<file path="src/rtl/bfsp_ram.sv">
// generic single-port-write ram with registered read
module bfsp_ram #(
  parameter int WIDTH = 8,
  parameter int DEPTH = 16
) (
  input  logic                                   clk,
  input  logic                                   we,
  input  logic [(DEPTH > 1 ? $clog2(DEPTH) : 1)-1:0] waddr,
  input  logic [WIDTH-1:0]                       wdata,
  input  logic                                   re,
  input  logic [(DEPTH > 1 ? $clog2(DEPTH) : 1)-1:0] raddr,
  output logic [WIDTH-1:0]                       rdata
);
  logic [WIDTH-1:0] mem [DEPTH];

  always_ff @(posedge clk) begin
    if (we) begin
      mem[waddr] <= wdata;
    end
    if (re) begin
      rdata <= mem[raddr];
    end
  end
endmodule

</file>
<file path="config.mk">
export PLATFORM = sky130hd
export DESIGN_NAME = bfsp_ram
export DESIGN_NICKNAME = d
export VERILOG_FILES = /design/src/rtl/bfsp_ram.sv
export SDC_FILE = /design/constraint.sdc
export NUM_CORES = 1
export LEC_CHECK = 0
export ABC_AREA = 1
export BUFFER_PORTS_ARGS = -buffer_cell sky130_fd_sc_hd__buf_2
export CAP_MARGIN = 0
export CORE_MARGIN = 3
export CORE_UTILIZATION = 61
export CTS_CLUSTER_DIAMETER = 120
export CTS_CLUSTER_SIZE = 30
export DETAILED_ROUTE_END_ITERATION = 7
export GPL_TIMING_DRIVEN = 1
export PLACE_DENSITY = 0.84
export SLEW_MARGIN = 5
export SYNTH_ARGS = -nofsm -noshare
export SYNTH_HDL_FRONTEND = slang
export SYNTH_SLANG_ARGS = --single-unit
</file>
<file path="constraint.sdc">
create_clock -name clk -period 1.6 [get_ports clk]
set_clock_uncertainty 0.2 [all_clocks]
set_input_delay 0.24 -clock clk [delete_from_list [all_inputs] [get_ports clk]]
set_output_delay 0.24 -clock clk [all_outputs]
set_load 0.03 [all_outputs]
</file>
==> metrics.txt <==
status finished clean; Routed WL 13600 um; met1 Use GR 0.354; layout net count 625; WHS Path Cells 3; post-route minimum period 1.55 ns; Net Sw Frac 0.217; Syn Area/Cell 10.6 sq um; Relative slew margins 0.579; count of different cell masters after synthesis 11; total grt overflow 0; Synthesized Nets 570; Initial Util 0.630; DRC Markers 0; 1st-pass router iterations 7; vias per inst 5.60; hpwl dp 8250 um; PwrDens 1240 mW/mm^2; Clock Tree Buf Depth 2; post-CTS setup buffer count 0; Fin. Hold Viols 0; vias in the first global route 4088; CP Buf/Inv Count 1; kind of critical path register to output pin; Skew-Pair Late Insertion Delay 0.52 ns; Worst Path Arrival 1.11 ns; GR Util All Layers 0.266; Critical-path top delay cell edfxtp_1; f_max 646 MHz; Starting DRT DRC Count 559; cell depth of the worst flop-to-flop path 6; antenna diode count 0; crit path capture type output pin; Tcrit/Tclk final 0.968; Yosys Warn Count 0; Leakage 3.00 nW; Placer Congestion 0.880; Slew Limit Fails 0; drt wl/cell 18.2 um; DR vias 4183; core box area 0.00928 sq mm; initial antenna violation count 0; DP Area 0.00618 sq mm; power share of the combinational group 0.065; quantity of gates resized following cts 0; Die W 104 um; total CTS buffers 17; share of cells above drive strength 1 0.129; Clock H-tree levels 4; Die Y 104 um; Core Rows 35; IO buf count 26; Clock Pin Slew Worst Setup and Hold Paths 0.06 ns; max cap viols 0; Max VDD drop 0.000828 V; Total Power 8.55 mW; register area share after synthesis 0.698; largest net degree at the start of global routing 62; design area 0.00689 sq mm; met2 usage 0.436; WP depth 1; worst-margin pin slew 0.631 ns; CTS tree built; power share of the sequential group 0.472; Worst path max stage delay 0.40 ns; clock power share 0.463; gr busiest metal met2; CTS Root Cell clkbuf_8; final setup TNS 0 ns; critical path's top delay family flip-flops; # setup viols final 0; Crit Path Max Fanout 1; die area 0.0108 sq mm; I/O pins 27; critical-path cell list buf_2; startpoint types register; Post-Syn Area 0.00585 sq mm; TritonCTS sink count 136; first-pass GRT wire length 21700 um; antenna viol nets, final 0; Post-Synthesis Cells 551; CTS Hold Bufs 11; met3 Use GR 0.0478; #FFs+latches synth 136; Synth-to-Final Area Change 17.8%; Net Sw Power 1.85 mW; RSZ-0062 raised after global routing no; most common cell after layout, fill and taps aside nand2_1; most frequent cells in the layout nand2_1 (173), edfxtp_1 (136), inv_1 (100), nand3_1 (97), buf_2 (26); Int Power 6.69 mW; hold crit path type input port to register; Req. time, crit path 1.16 ns
[logic make-up (layout without fill, tap and decap cells)]
group | Yosys count | after routing | share of synthesized area
AND/OR/NAND/NOR | 289 | 289 | 0.208
flip-flops | 136 | 136 | 0.698
buffers and inverters | 126 | 193 | 0.0939
[Yosys cell counts]
| master | instances | share of area |
|---|---|---|
| buf_1 | 1 | 0.00064 |
| edfxtp_1 | 136 | 0.70 |
| inv_2 | 2 | 0.0013 |
| nand2_1 | 173 | 0.11 |
| inv_1 | 100 | 0.064 |
| nand3b_1 | 2 | 0.0026 |
| nor2_1 | 17 | 0.011 |
| buf_2 | 13 | 0.011 |
| nand3_1 | 97 | 0.083 |
| buf_6 | 6 | 0.012 |
| buf_4 | 4 | 0.0051 |
[routing by layer]
layer / share of wire / up-vias / wire length (um)
li1: - / 1894 / -
met1: 0.38 / 1966 / 5170
met2: 0.50 / 296 / 6740
met3: 0.10 / 27 / 1400
met4: 0.021 / 0 / 284
met5: 0 / - / 0
[state kept, by name, summed over array words and instances, names as in the netlist]
name	count
mem	128
rdata	8
[through the flow]
step / utilization / std cells / hold WS, ns / setup WS [ns]
2_1_floorplan: - / 551 / 0.139 / 0.209
3_3_place_gp: 0.666 / 705 / 0.394 / -0.0329
3_5_place_dp: 0.666 / 705 / 0.394 / -0.0543
4_1_cts: 0.742 / 747 / 0.0167 / 0.0451
5_1_grt: 0.742 / 747 / 0.0495 / 0.0407
6_report: 0.742 / 747 / 0.0304 / 0.0511
[power by group through the flow]
stage | combinational (mW) | sequential (mW) | clock [mW]
floorplan | 0.281 | 4.14 | 0
global placement | 0.498 | 4.11 | 0
detailed placement | 0.518 | 4.11 | 0
CTS | 0.546 | 4.04 | 3.96
global route | 0.602 | 4.04 | 4.15
finish | 0.552 | 4.04 | 3.96
[worst min-delay path: stages]
cell	delay, ns
buf_2	0.12
nand2_1	0.12
nor2_1	0.09
[layout make-up]
class                           instances  area [sq um]
Sequential cell                       136          4080
Fill cell                             600          2390
Multi-Input combinational cell        289          1210
Timing Repair Buffer                   60           450
Clock buffer                           18           418
Inverter                              102           383
Clock inverter                         13           180
Tap cell                              129           161
[final timing paths]
kind / start / end / slack [ns]
max: rdata[1] / rdata[1] / 0.05
min: we / mem[3][1] / 0.03
max reg2reg: mem[5][6] / rdata[6] / 0.24
min reg2reg: mem[14][6] / rdata[6] / 0.58
Power figures use the tool's default switching activity.
